### src/vmt_pkg.sv
// Shared types and constants for the 4x4 vector-matrix transform.
package vmt_pkg;

  localparam int ELEM_W    = 32;
  localparam int NUM_ROWS  = 4;
  localparam int NUM_COLS  = 4;
  localparam int ROW_W     = $clog2(NUM_ROWS);
  localparam int PROD_W    = 2 * ELEM_W;
  localparam int ACC_W     = PROD_W + $clog2(NUM_COLS);
  localparam int FRAC_BITS = 16;

  localparam logic [ELEM_W-1:0] SAT_MAX = {1'b0, {(ELEM_W-1){1'b1}}};
  localparam logic [ELEM_W-1:0] SAT_MIN = {1'b1, {(ELEM_W-1){1'b0}}};

  typedef enum logic [0:0] {
    CMD_LOAD  = 1'b0,
    CMD_XFORM = 1'b1
  } cmd_e;

  typedef logic signed [ELEM_W-1:0] elem_t;
  typedef elem_t [NUM_COLS-1:0] vec_t;

  typedef struct packed {
    cmd_e             cmd;
    logic [ROW_W-1:0] row_sel;
    elem_t            elem_3;
    elem_t            elem_2;
    elem_t            elem_1;
    elem_t            elem_0;
  } in_word_t;

  typedef struct packed {
    elem_t out_x;
    elem_t out_y;
    elem_t out_z;
    elem_t out_w;
    logic  overflow;
  } out_word_t;

  typedef struct packed {
    logic en_mul;
    logic en_sum;
  } lane_ctrl_t;

endpackage

### src/vmt_merge.sv
// Merge stage: gathers lane results into the output word register.
module vmt_merge import vmt_pkg::*; (
  input  logic      clk_i,
  input  logic      en_i,
  input  vec_t      res_i,
  input  logic [NUM_ROWS-1:0] sat_i,
  output out_word_t word_o
);

  out_word_t word_q;

  always_ff @(posedge clk_i) begin
    if (en_i) begin
      word_q.out_x    <= res_i[0];
      word_q.out_y    <= res_i[1];
      word_q.out_z    <= res_i[2];
      word_q.out_w    <= res_i[3];
      word_q.overflow <= |sat_i;
    end
  end

  assign word_o = word_q;

endmodule

### config.mk
export PLATFORM = sky130hd
export DESIGN_NAME = vmt_merge
export DESIGN_NICKNAME = d
export VERILOG_FILES = /design/src/vmt_pkg.sv /design/src/vmt_merge.sv
export SDC_FILE = /design/constraint.sdc
export NUM_CORES = 1
export LEC_CHECK = 0
export ABC_CLOCK_PERIOD_IN_PS = 1300
export BUFFER_PORTS_ARGS = -buffer_cell sky130_fd_sc_hd__buf_2
export CAP_MARGIN = 20
export CORE_MARGIN = 2
export CORE_UTILIZATION = 41
export CTS_BUF_LIST = sky130_fd_sc_hd__clkbuf_16
export CTS_CLUSTER_DIAMETER = 60
export CTS_CLUSTER_SIZE = 30
export DETAILED_ROUTE_END_ITERATION = 7
export PLACE_DENSITY = 0.81
export SETUP_SLACK_MARGIN = 0.3
export SKIP_CTS_REPAIR_TIMING = 1
export SYNTH_ARGS = -nofsm -noshare
export SYNTH_HDL_FRONTEND = slang
export SYNTH_SLANG_ARGS = --single-unit
export TNS_END_PERCENT = 30
### constraint.sdc
create_clock -name clk_i -period 1.3 [get_ports clk_i]
set_input_delay 0.26 -clock clk_i [delete_from_list [all_inputs] [get_ports clk_i]]
set_output_delay 0.26 -clock clk_i [all_outputs]
set_load 0.1 [all_outputs]
== Word level (Yosys, flattened, before mapping) ==
Index checks and enable logic that the tools add are counted.
Word-level totals
  bits in registers: 129
  bits of input ports: 134
  output and inout port bits: 129
  logic and storage cells: 6
Cells by class
  reductions and logical operators: 1
Operator list (count)
  $reduce_or 4->1: 1

== Logic depth before layout (Yosys ltp) ==
  word-level depth: 1
  gate-level depth with buffers: 1

== Worst setup path after synthesis ==
No wires, ideal clock.
  path type: reg2out
  start point: register word_q (netlist bit word_o[0])
  end point: output word_o[0] (netlist name)
  data arrival time: 0.904 ns
  required time: 1.040 ns
  path slack: 0.136 ns
  stages on the path, launching flop included: 1
  buffers on the path: 0
  cells stage by stage: edfxtp_1
RTL lines
  start: declaration: line vmt_merge.sv:10  | out_word_t word_q;
  end: declaration: line vmt_merge.sv:7  | output out_word_t word_o
No word-level cell between the ends.

== Worst setup path after layout ==
  start point: register word_q (netlist bit word_o[101])
  end point: output word_o[101] (netlist name)
No word-level cell between the ends.

==> metrics.md <==
| Metric | Value |
|---|---|
| Die area | `about 10000 sq um` |
| Sw Share | `0.345` |
| Sequential-to-total area share from yosys stat | `0.998` |
| Largest register FFs | `between 100 and 150` |
| Worst-Margin Slew | `~280 ps` |
| Synth Warn # | `0` |
| Combinational power share | `0.287` |
| Critical Path RT | `between 1000 and 1500 ps` |
| Unrepaired setup endpoints after global routing | `yes` |
| Cells after Synth | `between 100 and 150` |
| Slowest cell delay on critical path | `between 400 and 500 ps` |
| Most frequent cell after synthesis | `edfxtp_1` |
| Crit start category | `register` |
| Final Hold Viols | `0` |
| Post-synth EDFFs | `129` |
| First-pass GRT wire length | `18400 microns` |
| Slew Limit Fails | `0` |
| Stages on worst setup path | `1` |
| Area grow syn2layout | `104%` |
| DRC viols | `0` |
| Layout net count | `550` |
| Seq cells post-synth | `129` |
| Starting Density | `0.422` |
| Worst Hold Class | `input pin to register` |
| IO Count | `between 200 and 300` |
| CTS tree | `built` |
| Drt wl/cell | `25.9 microns` |
| Max rail drop VDD | `approximately 1.3 mV` |
| Dpl hpwl | `about 10000 microns` |
| Post-synth top cells | `129 x edfxtp_1, 1 x or4_1` |
| CTS sink count | `129` |
| Failing checks | `setup timing` |
| Rows | `35` |
| CP Class | `register to primary output` |
| Pwr Total | `roughly 0.014 W` |
| Sw power | `between 0.004 and 0.005 W` |
| Core box area | `roughly 9200 sq um` |
| Int Power | `between 0.009 and 0.01 W` |
| FF/Latch Area | `between 3000 and 4000 sq um` |
| Crit-path slowest cell | `edfxtp_1` |
| TritonCTS Buffers | `17` |
| DRT iter0 DRCs | `roughly 90` |
| Layout cells sized above 1 | `0.690` |
| GR Layer Usage met1 | `0.269` |
| # port buffers | `262` |
| Max Clock Freq | `between 700 and 800 MHz` |
| Arr. time, crit path | `between 1000 and 1500 ps` |
| Largest area contributor in the netlist | `edfxtp_1` |
| 1st-pass router iterations | `4` |
| Final Critical Period | `about 1300 ps` |
| Area contributors post-synth | `edfxtp_1 100%, or4_1 0.19%` |
| Syn nets | `around 260` |
| Worst-path fanout max | `1` |
| Post-synth cell types | `2` |
| Setup-failing EPs final | `27` |
| Number of global-route vias before repair | `about 2900` |
| Tot GR Track Use | `0.270` |
| Largest net degree at the start of global routing | `50` |
| Grt peak-use layer | `met2` |
| Total grt overflow | `0` |
| Top delay family on crit path | `flip-flops` |
| Area of the multi-input gates | `7.51 sq um` |
| Die height | `101 microns` |
| Htree depth | `4` |
| Hold Crit Depth | `1` |
| Primary FF master, synth | `edfxtp_1` |
| Die Width | `101 microns` |
| Sequential share of power | `0.378` |
| Worst hold slack | `approximately 14 ps` |
| Avg Inst Size Synth | `29.9 sq um` |
| Final RePlAce weighted congestion | `between 0.7 and 0.8` |
| Antenna-violating nets left | `0` |
| Asr flop ratio synth | `0` |
| Slew HR | `0.816` |
| Power share of the clock group | `0.335` |
| Via count | `roughly 2600` |
| Worst path buffer plus inverter count | `1` |
| Filler cell count | `about 350` |
| CP Capture Type | `primary output` |
| Setup ws final | `-41.7 ps` |
| Routed wire length | `about 14000 microns` |
| Antenna violations before repair | `3` |
| Clock Path Buffers | `2` |
| Sequence of cells on the critical path | `buf_12` |
| Met2 Track Usage GR | `0.449` |
| Leak pwr | `around 3.3 nW` |
| Clk pin slew, worst setup/hold paths | `60 ps` |
| CTS Root Cell | `clkbuf_16` |
| Yosys top cell area share | `0.998` |
| Status | `finished with violations` |
| Vias/cell | `a little under 5` |
| Max cap viols | `0` |
| Synth Cell Area | `~3900 sq um` |
| Met3 Usage GRT | `0.132` |
| Final worst path period share | `1.03` |
| Power density over the cells | `between 1500 and 2000 nW/um^2` |
[path summary, 6_finish.rpt]
check | from | slack (ps) | end
setup / recovery | word_o[101] | -40 | word_o[101]
hold / removal | res_i[27] | 10 | word_o[124]
[power by group through the flow]
stage / sequential [W] / clock (W) / combinational, W
after CTS: 0.00526 / 0.00478 / 0.00400
after floorplan: 0.00748 / 0 / 0.000000546
after global routing: 0.00529 / 0.00492 / 0.00405
final: 0.00526 / 0.00467 / 0.00400
after global placement: 0.00529 / 0 / 0.00393
after detailed placement: 0.00533 / 0 / 0.00398
[logic make-up (layout without fill, tap and decap cells)]
| kind of cell | Yosys count | after routing | share of synthesized area |
|---|---|---|---|
| buffers and inverters | 0 | 299 | 0 |
| and+or+nand+nor | 1 | 1 | 0.00193 |
| other | 0 | 1 | 0 |
| DFF | 129 | 129 | 0.998 |
[routing by layer]
metal	share of wire	wire length [microns]
met5	0.0011	15
met4	0.053	737
met3	0.088	1240
met2	0.54	7620
met1	0.31	4380
[cells in the final DEF (no fill, tap or decap), drive strengths merged]
cell type,count
buf,266
bufinv,2
clkbuf,17
clkinv,3
clkinvlp,4
diode,1
dlygate4sd3,1
edfxtp,129
inv,6
or4,1
[cell type report]
class / instances / area share
clock inverter: 15 / 0.0204
timing repair buffer: 267 / 0.417
multi-input combinational: 1 / 0.000949
antenna: 1 / 0.000316
tap: 111 / 0.0176
clock buffer: 17 / 0.0538
sequential: 129 / 0.490
[through the flow]
stage,cell area [sq um],setup TNS (ps),setup WS (ps),util,std cells
2_1_floorplan,3880,0,136,-,130
3_3_place_gp,7290,0,170,0.793,507
3_5_place_dp,7290,0,175,0.793,507
4_1_cts,7880,-1710,-172,0.857,539
5_1_grt,7910,-2310,-71.9,0.860,540
6_report,7910,-443,-41.7,0.860,541
Power figures use the tool's default switching activity.
